==> src/rtl/core/tsc_pkg.sv <==
// ----------------------------------------------------------------------------
// tsc_pkg
// Types, constants and the reciprocal table for the Taylor sine/cosine block.
// ----------------------------------------------------------------------------
`timescale 1ns / 1ps
`default_nettype none

package tsc_pkg;

	// field widths
	localparam int ANGLE_W  = 32;
	localparam int VALUE_W  = 32;
	localparam int TERMS_W  = 5;
	localparam int TOL_W    = 29;
	localparam int X2_W     = 34;  // squared angle, at most 16.0 (2^32 at FRAC_BITS = 28)
	localparam int RECIP_W  = 32;

	localparam logic [TOL_W-1:0] TOL_RESET = TOL_W'(3);

	// reciprocal table: entry j holds round(2^32 / (j*(j+1))), j = 1..64
	localparam int RECIP_DEPTH = 65;
	localparam int RECIP_IDX_W = 7;

	// multiplier operand sources
	localparam logic [1:0] SRC_SQ = 2'd0;  // |x| * |x|
	localparam logic [1:0] SRC_P  = 2'd1;  // term * x^2
	localparam logic [1:0] SRC_R  = 2'd2;  // partial * reciprocal

	typedef struct packed {
		logic               op;
		logic signed [31:0] angle;
	} req_word_t;

	typedef struct packed {
		logic signed [31:0] value;
		logic [4:0]         terms_used;
		logic               hit_limit;
	} rsp_word_t;

	typedef struct packed {
		logic       load;
		logic [1:0] src;
		logic       mul_lo;
		logic       mul_hi;
		logic       fin;
		logic       add_term;
		logic       set_hit;
		logic       emit;
	} dp_cmd_t;

	typedef struct packed {
		logic mag_gt_tol;
		logic cap_full;
	} dp_stat_t;

	typedef logic [RECIP_DEPTH-1:0][RECIP_W-1:0] recip_tab_t;

	// Long division by shift and subtract, evaluated at elaboration only.
	function automatic recip_tab_t build_recip();
		recip_tab_t           tab;
		logic [63:0]          d;
		logic [63:0]          num;
		logic [63:0]          rem;
		logic [RECIP_W-1:0]   q;
		tab = '0;
		for (int j = 1; j < RECIP_DEPTH; j++) begin
			d   = 64'(j) * 64'(j + 1);
			num = (64'd1 << 32) + (d >> 1);
			rem = '0;
			q   = '0;
			for (int b = 33; b >= 0; b--) begin
				rem = {rem[62:0], num[b]};
				if (rem >= d) begin
					rem = rem - d;
					if (b < RECIP_W) begin
						q[b] = 1'b1;
					end
				end
			end
			tab[j] = q;
		end
		return tab;
	endfunction

	localparam recip_tab_t RECIP_TAB = build_recip();

endpackage

`default_nettype wire

==> src/rtl/core/tsc_ctrl.sv <==
// ----------------------------------------------------------------------------
// tsc_ctrl
// Sequencer: steps the shared multiplier through the square and each series
// term, and owns the input ready and the result valid.
// ----------------------------------------------------------------------------
`timescale 1ns / 1ps
`default_nettype none

module tsc_ctrl (
	input  wire logic              clk,
	input  wire logic              arst_n,
	input  wire logic              req_valid,
	output logic                   req_ready,
	output logic                   rsp_valid,
	input  wire logic              rsp_ready,
	input  wire tsc_pkg::dp_stat_t stat,
	output tsc_pkg::dp_cmd_t       cmd
);
	import tsc_pkg::*;

	localparam logic [3:0] ST_IDLE   = 4'd0;
	localparam logic [3:0] ST_SQ_LO  = 4'd1;
	localparam logic [3:0] ST_SQ_HI  = 4'd2;
	localparam logic [3:0] ST_SQ_FIN = 4'd3;
	localparam logic [3:0] ST_CHECK  = 4'd4;
	localparam logic [3:0] ST_P_LO   = 4'd5;
	localparam logic [3:0] ST_P_HI   = 4'd6;
	localparam logic [3:0] ST_P_FIN  = 4'd7;
	localparam logic [3:0] ST_R_LO   = 4'd8;
	localparam logic [3:0] ST_R_HI   = 4'd9;
	localparam logic [3:0] ST_R_FIN  = 4'd10;
	localparam logic [3:0] ST_DONE   = 4'd11;

	logic [3:0] state_q;
	logic [3:0] state_d;
	logic       rsp_valid_q;
	logic       slot_free;

	assign req_ready = (state_q == ST_IDLE);
	assign rsp_valid = rsp_valid_q;
	assign slot_free = !rsp_valid_q || rsp_ready;

	// next state and datapath commands
	always_comb begin
		state_d      = state_q;
		cmd          = '0;
		cmd.src      = SRC_SQ;
		unique case (state_q)
			ST_IDLE: begin
				if (req_valid) begin
					cmd.load = 1'b1;
					state_d  = ST_SQ_LO;
				end
			end
			ST_SQ_LO: begin
				cmd.mul_lo = 1'b1;
				state_d    = ST_SQ_HI;
			end
			ST_SQ_HI: begin
				cmd.mul_hi = 1'b1;
				state_d    = ST_SQ_FIN;
			end
			ST_SQ_FIN: begin
				cmd.fin = 1'b1;
				state_d = ST_CHECK;
			end
			ST_CHECK: begin
				if (!stat.mag_gt_tol) begin
					state_d = ST_DONE;
				end else if (stat.cap_full) begin
					cmd.set_hit = 1'b1;
					state_d     = ST_DONE;
				end else begin
					cmd.add_term = 1'b1;
					state_d      = ST_P_LO;
				end
			end
			ST_P_LO: begin
				cmd.src    = SRC_P;
				cmd.mul_lo = 1'b1;
				state_d    = ST_P_HI;
			end
			ST_P_HI: begin
				cmd.src    = SRC_P;
				cmd.mul_hi = 1'b1;
				state_d    = ST_P_FIN;
			end
			ST_P_FIN: begin
				cmd.src = SRC_P;
				cmd.fin = 1'b1;
				state_d = ST_R_LO;
			end
			ST_R_LO: begin
				cmd.src    = SRC_R;
				cmd.mul_lo = 1'b1;
				state_d    = ST_R_HI;
			end
			ST_R_HI: begin
				cmd.src    = SRC_R;
				cmd.mul_hi = 1'b1;
				state_d    = ST_R_FIN;
			end
			ST_R_FIN: begin
				cmd.src = SRC_R;
				cmd.fin = 1'b1;
				state_d = ST_CHECK;
			end
			ST_DONE: begin
				if (slot_free) begin
					cmd.emit = 1'b1;
					state_d  = ST_IDLE;
				end
			end
			default: begin
				state_d = ST_IDLE;
			end
		endcase
	end

	// state and result-valid flags
	always_ff @(posedge clk or negedge arst_n) begin
		if (!arst_n) begin
			state_q     <= ST_IDLE;
			rsp_valid_q <= 1'b0;
		end else begin
			state_q <= state_d;
			if (cmd.emit) begin
				rsp_valid_q <= 1'b1;
			end else if (rsp_ready) begin
				rsp_valid_q <= 1'b0;
			end
		end
	end

endmodule

`default_nettype wire

==> src/rtl/core/tsc_dp.sv <==
// ----------------------------------------------------------------------------
// tsc_dp
// Datapath: angle clamp, shared split multiplier, term and sum registers,
// tolerance register and the result register.
// ----------------------------------------------------------------------------
`timescale 1ns / 1ps
`default_nettype none

module tsc_dp #(
	parameter int MAX_TERMS = 16,
	parameter int FRAC_BITS = 28
) (
	input  wire logic                       clk,
	input  wire logic                       arst_n,
	input  wire logic                       cfg_we,
	input  wire logic [tsc_pkg::TOL_W-1:0]  cfg_wdata,
	input  wire tsc_pkg::req_word_t         req_word,
	input  wire tsc_pkg::dp_cmd_t           cmd,
	output tsc_pkg::dp_stat_t               stat,
	output tsc_pkg::rsp_word_t              rsp_word
);
	import tsc_pkg::*;

	// term magnitudes stay below 16.0, partial products below 256.0
	localparam int MW     = FRAC_BITS + 4;
	localparam int PW     = FRAC_BITS + 8;
	localparam int AH_RAW = (PW + 1) / 2;
	localparam int AH     = (AH_RAW > ANGLE_W / 2) ? AH_RAW : ANGLE_W / 2;
	localparam int AW     = 2 * AH;
	localparam int PRW    = AH + X2_W;
	localparam int ACCW   = AW + X2_W;
	localparam int LW     = (FRAC_BITS + 4 > 34) ? FRAC_BITS + 4 : 34;
	localparam int SW     = (FRAC_BITS + 9 > 33) ? FRAC_BITS + 9 : 33;
	localparam int CW     = (MW > TOL_W) ? MW : TOL_W;
	localparam int UW     = $clog2(MAX_TERMS + 1);
	localparam int TERMS_SAT = (1 << TERMS_W) - 1;

	localparam logic signed [LW-1:0] LIM = LW'(4) << FRAC_BITS;
	localparam logic [MW-1:0]        ONE = MW'(1) << FRAC_BITS;

	logic [TOL_W-1:0]   tol_q;
	logic               op_q;
	logic [ANGLE_W-1:0] xmag_q;
	logic [X2_W-1:0]    x2_q;
	logic [MW-1:0]      mag_q;
	logic               neg_q;
	logic [PW-1:0]      p_q;
	logic [SW-1:0]      sum_q;
	logic [UW-1:0]      used_q;
	logic               hit_q;
	logic [PRW-1:0]     mul_q;
	logic [PRW-1:0]     lo_q;
	rsp_word_t          rsp_q;

	logic signed [LW-1:0]   x_ext;
	logic signed [LW-1:0]   x_clamp;
	logic signed [LW-1:0]   x_abs;
	logic [ANGLE_W-1:0]     xmag;
	logic [RECIP_IDX_W-1:0] ridx;
	logic [RECIP_W-1:0]     recip;
	logic [AW-1:0]          a_op;
	logic [X2_W-1:0]        b_op;
	logic [AH-1:0]          a_part;
	logic [ACCW-1:0]        res;
	logic [VALUE_W-2:0]     unused_chk;
	logic [SW-VALUE_W:0]    sum_top;
	logic signed [VALUE_W-1:0] value_sat;
	logic [TERMS_W-1:0]     terms_sat;

	// clamp to +-4.0 and take the magnitude
	assign x_ext = {{(LW - ANGLE_W){req_word.angle[ANGLE_W-1]}}, req_word.angle};
	always_comb begin
		priority if (x_ext > LIM) begin
			x_clamp = LIM;
		end else if (x_ext < -LIM) begin
			x_clamp = -LIM;
		end else begin
			x_clamp = x_ext;
		end
	end
	assign x_abs = x_clamp[LW-1] ? -x_clamp : x_clamp;
	assign xmag  = x_abs[ANGLE_W-1:0];

	// reciprocal of (k+1)(k+2): index 2*terms - op
	assign ridx  = RECIP_IDX_W'({used_q, 1'b0}) - RECIP_IDX_W'(op_q);
	assign recip = RECIP_TAB[ridx];

	// multiplier operands
	always_comb begin
		unique case (cmd.src)
			SRC_SQ: begin
				a_op = AW'(xmag_q);
				b_op = X2_W'(xmag_q);
			end
			SRC_P: begin
				a_op = AW'(mag_q);
				b_op = x2_q;
			end
			SRC_R: begin
				a_op = AW'(p_q);
				b_op = X2_W'(recip);
			end
			default: begin
				a_op = '0;
				b_op = '0;
			end
		endcase
	end
	assign a_part = cmd.mul_hi ? a_op[AW-1:AH] : a_op[AH-1:0];

	// recombine the two halves
	assign res = ACCW'(lo_q) + (ACCW'(mul_q) << AH);

	// tolerance register
	always_ff @(posedge clk or negedge arst_n) begin
		if (!arst_n) begin
			tol_q <= TOL_RESET;
		end else if (cfg_we) begin
			tol_q <= cfg_wdata;
		end
	end

	// loop control counters
	always_ff @(posedge clk or negedge arst_n) begin
		if (!arst_n) begin
			used_q <= '0;
			hit_q  <= 1'b0;
		end else if (cmd.load) begin
			used_q <= '0;
			hit_q  <= 1'b0;
		end else begin
			if (cmd.add_term) begin
				used_q <= used_q + UW'(1);
			end
			if (cmd.set_hit) begin
				hit_q <= 1'b1;
			end
		end
	end

	// working registers
	always_ff @(posedge clk) begin
		if (cmd.mul_lo || cmd.mul_hi) begin
			mul_q <= PRW'(a_part) * PRW'(b_op);
		end
		if (cmd.mul_hi) begin
			lo_q <= mul_q;
		end
		if (cmd.load) begin
			op_q   <= req_word.op;
			xmag_q <= xmag;
			mag_q  <= req_word.op ? ONE : MW'(xmag);
			neg_q  <= req_word.op ? 1'b0 : x_clamp[LW-1];
			sum_q  <= '0;
		end else begin
			if (cmd.add_term) begin
				sum_q <= neg_q ? sum_q - SW'(mag_q) : sum_q + SW'(mag_q);
			end
			if (cmd.fin) begin
				unique case (cmd.src)
					SRC_SQ: x2_q <= X2_W'(res >> FRAC_BITS);
					SRC_P:  p_q  <= PW'(res >> FRAC_BITS);
					SRC_R: begin
						mag_q <= MW'(res >> 32);
						neg_q <= ~neg_q;
					end
					default: ;
				endcase
			end
		end
	end

	// status
	assign stat.mag_gt_tol = CW'(mag_q) > CW'(tol_q);
	assign stat.cap_full   = (used_q == UW'(MAX_TERMS));

	// saturate sum to 32 bits and the term count to the field
	assign sum_top    = sum_q[SW-1:VALUE_W-1];
	assign unused_chk = '0;
	always_comb begin
		if ((&sum_top) || !(|sum_top)) begin
			value_sat = sum_q[VALUE_W-1:0];
		end else if (sum_q[SW-1]) begin
			value_sat = {1'b1, unused_chk};
		end else begin
			value_sat = {1'b0, ~unused_chk};
		end
		if (32'(used_q) > TERMS_SAT) begin
			terms_sat = '1;
		end else begin
			terms_sat = TERMS_W'(used_q);
		end
	end

	// result register
	always_ff @(posedge clk) begin
		if (cmd.emit) begin
			rsp_q.value      <= value_sat;
			rsp_q.terms_used <= terms_sat;
			rsp_q.hit_limit  <= hit_q;
		end
	end
	assign rsp_word = rsp_q;

endmodule

`default_nettype wire

==> src/rtl/core/taylor_sine_cosine_top.sv <==
// ----------------------------------------------------------------------------
// taylor_sine_cosine_top
// Sine or cosine of a Q3.28 angle (clamped to +-4.0) by Taylor series, summed
// until a term no longer exceeds the tolerance register or MAX_TERMS terms are
// in. One word is worked at a time; a new word is taken once the previous one
// has moved to the result register. The squared angle is formed first; then each
// term takes two products in series, by x^2 and by the reciprocal, on the single
// split multiplier that does each product as two half-width passes.
// ----------------------------------------------------------------------------
`timescale 1ns / 1ps
`default_nettype none

module taylor_sine_cosine_top #(
	parameter int MAX_TERMS = 16,
	parameter int FRAC_BITS = 28
) (
	input  wire logic                       clk,
	input  wire logic                       arst_n,
	input  wire logic                       cfg_we,
	input  wire logic [tsc_pkg::TOL_W-1:0]  cfg_wdata,
	input  wire logic                       req_valid,
	output logic                            req_ready,
	input  wire tsc_pkg::req_word_t         req_word,
	output logic                            rsp_valid,
	input  wire logic                       rsp_ready,
	output tsc_pkg::rsp_word_t              rsp_word
);
	import tsc_pkg::*;

	dp_cmd_t  cmd;
	dp_stat_t stat;

	// sequencer
	tsc_ctrl u_ctrl (
		.clk       (clk),
		.arst_n    (arst_n),
		.req_valid (req_valid),
		.req_ready (req_ready),
		.rsp_valid (rsp_valid),
		.rsp_ready (rsp_ready),
		.stat      (stat),
		.cmd       (cmd)
	);

	// arithmetic and storage
	tsc_dp #(
		.MAX_TERMS (MAX_TERMS),
		.FRAC_BITS (FRAC_BITS)
	) u_dp (
		.clk       (clk),
		.arst_n    (arst_n),
		.cfg_we    (cfg_we),
		.cfg_wdata (cfg_wdata),
		.req_word  (req_word),
		.cmd       (cmd),
		.stat      (stat),
		.rsp_word  (rsp_word)
	);

endmodule

`default_nettype wire

==> config.mk <==
export PLATFORM = sky130hd
export DESIGN_NAME = taylor_sine_cosine_top
export DESIGN_NICKNAME = d
export VERILOG_FILES = /design/src/rtl/core/tsc_pkg.sv /design/src/rtl/core/tsc_ctrl.sv /design/src/rtl/core/tsc_dp.sv /design/src/rtl/core/taylor_sine_cosine_top.sv
export SDC_FILE = /design/constraint.sdc
export NUM_CORES = 2
export LEC_CHECK = 0
export BUFFER_PORTS_ARGS = -buffer_cell sky130_fd_sc_hd__buf_2
export CORE_AREA = 3 3 284 286
export DETAILED_ROUTE_END_ITERATION = 16
export DIE_AREA = 0 0 287 289
export PLACE_DENSITY_LB_ADDON = 0.3
export SYNTH_ARGS = -nofsm -noshare
export SYNTH_HDL_FRONTEND = slang
export SYNTH_SLANG_ARGS = --single-unit
==> constraint.sdc <==
create_clock -name clk -period 21.3 [get_ports clk]
set_clock_uncertainty 0.05 [all_clocks]
set_input_delay 2.13 -clock clk [delete_from_list [all_inputs] [get_ports clk]]
set_output_delay 2.13 -clock clk [all_outputs]
set_load 0.1 [all_outputs]
==> impl_results.md <==
- Drt first pass iters: 6
- Main flop type after synthesis: edfxtp_1
- Die X: 287 um
- PortBufs: 106
- Die Y: ~290 um
- Cells after Synth: 4319
- CP max-delay cell: a221oi_1
- Worst setup SP type: flop
- Die area: 82900 um2
- Top cells by count, synth: inv_1 (644), nand2_1 (545), fa_1 (515)
- Synthesized Nets: 5144
- HP Class: reg2reg
- Root Driver: clkbuf_16
- GRT overflow: 0
- Slew HR: 0.134
- Period minus WS final: ~12000 ps
- TritonCTS clock tree: yes
- Reg clk slew, reported paths: 60 ps
- CP most frequent cell: fa_1
- Post-route ant nets: 0
- Sequential-to-total area share from yosys stat: 0.244
- # IOs: 107
- # fillers: a little over 7000
- Postcts setup bufs: 0
- EDFF count, synth: 260
- Area grow syn2layout: 7.56%
- Vias per inst: roughly 5.9
- Async set-reset flop share out of synthesis: 0.119
- Cts hold-fix bufs: 0
- DPL Wire Length: 93100 um
- # nets final: about 5200
- Syn Area/Cell: 9.05 um2
- Largest cells by area after synthesis: fa_1 (26%), edfxtp_1 (20%), ha_1 (7.8%), inv_1 (6.2%), nand2_1 (5.2%)
- Critical Path RT: 21510 ps
- Initial DRC Count: about 3100
- Slew @ Worst Pin: 1300 ps
- Top-area cell type share of the netlist area: 0.264
- Final WL: 121000 um
- Number of global-route vias before repair: 31900
- Clock Path Buffers: 3
- Layout cells sized above 1: 0.0675
- Worst-skew pair later-pin latency: 530 ps
- # rows: 103
- Synth Register Bits: 337
- Critical Path Max Stage Delay: 990 ps
- Htree depth: 2
- Max-Cap Viols: 0
- Hold Violations, Final: 0
- GPL Wtd Cong: 0.964
- CP Class: reg2reg
- CP Capture Type: flop
- Clock sink total: 337
- Post-synth cell types: 78
- First-pass GRT wire length: 186000 um
- Status: completed
- Largest net degree at the start of global routing: 66
- Placed inst area: 41000 um2
- Yosys Warn Count: 0
- Fin area: 42100 um2
- Critical Path Fanout Max: between 40 and 50
- Routed via count: 31900
- Tot GR Track Use: 0.293
- Max-slew violations: 0
- Area leader, netlist: fa_1
- Routed length per placed instance: 22.4 um
- FF-to-FF setup slack: 9000 ps
- Antenna cells: 0
- Initial antenna violation count: 1
- Setup Viol. Count Final: 0
- Synth Cell Area: 39100 um2
- DR DRC count: 0
- Unrepaired setup endpoints after global routing: no
- Worst Path Buf+Inv: 8
- CTS Buf Count: 35
- Most common cell in the netlist: inv_1
- Multi-input gate area: approximately 27000 um2
- TNS Setup: 0 ps
- Core ar.: 78600 um2
- Delay-heaviest family, CP: compound AO/OA/AOI/OAI gates
- Starting Density: 0.497
- CTS resizes: 0
- CP arrival: 12520 ps
- FF+latch area: 9550 um2
- Max Clock Freq: between 80 and 90 MHz
- Final period util: 0.578
layout make-up:
cell class,instances,area share
multi-input cells,3125,0.632
flip-flops and latches,337,0.227
inverters,645,0.0576
well taps,1050,0.0312
repair buffers,184,0.0265
clock buffers,50,0.0236
clock inverters,12,0.00184
kinds of logic after synthesis:
logic type               after synthesis  share of synthesized area
AND/OR/NAND/NOR                     1347                      0.150
buffers and inverters                857                     0.0825
AO/OA/AOI/OAI                        845                      0.142
adder cells (fa/ha/maj)              758                      0.341
flip-flops                           337                      0.244
XOR/XNOR                             159                     0.0356
multiplexers                          15                    0.00422
other                                  1                  0.0000959
state kept, by name, summed over array words and instances (netlist names):
name              flops
u_dp.p_q             36
u_ctrl.rsp_valid      1
u_dp.xmag_q          32
u_dp.neg_q            1
u_dp.lo_q            34
u_dp.terms_sat        5
u_dp.tol_q           29
u_dp.mul_q           52
u_dp.rsp_word        38
u_dp.hit_q            1
u_dp.mag_q           32
u_dp.x2_q            34
u_ctrl.state_q        4
u_dp.sum_q           37
u_dp.op_q             1
stage by stage:
step / utilization / instances / hold WS [ps] / worst slack, ps
after CTS: 0.535 / 5403 / 370 / 9100
after detailed placement: 0.521 / 5341 / 357 / 9150
after floorplan: - / 4319 / 350 / 11840
final: 0.535 / 5403 / 368 / 9000
after global routing: 0.535 / 5403 / 389 / 7970
after global placement: 0.521 / 5341 / 353 / 9410
layout by cell type, fill, tap and decap left out, types with 53 or more instances in the layout:
cell type and instances:
a21o_1 73, a21oi_1 220, buf_2 106, buf_4 78, edfxtp_1 260, fa_1 515
ha_1 243, inv_1 643, nand2_1 545, nand2b_1 59, nor2_1 461, o21ai_0 160
xnor2_1 100, xor2_1 53
routing by layer:
| layer | global-route usage | vias up | part of all wire |
|---|---|---|---|
| met4 | 0.139 | 0 | 0.056 |
| met3 | 0.0539 | 339 | 0.096 |
| met1 | 0.386 | 15700 | 0.39 |
| met5 | 0 | - | 0 |
| met2 | 0.472 | 1589 | 0.46 |
| li1 | - | 14300 | - |
path summary, 6_finish.rpt:
kind | from | end | cells past startpoint
min reg2reg | u_dp.mul_q[46] | u_dp.lo_q[46] | 0
max reg2reg | u_dp.terms_sat[0] | u_dp.mul_q[48] | 33
max in group asynchronous | arst_n | u_dp.terms_sat[0] | 1
min in group asynchronous | arst_n | u_dp.tol_q[17] | 1
max | u_dp.terms_sat[0] | u_dp.mul_q[48] | 33
min | u_dp.mul_q[46] | u_dp.lo_q[46] | 0
Power is left out: the tool's default activity adds up to more than one toggle a clock period on the data nets, which glitch-free logic cannot reach.
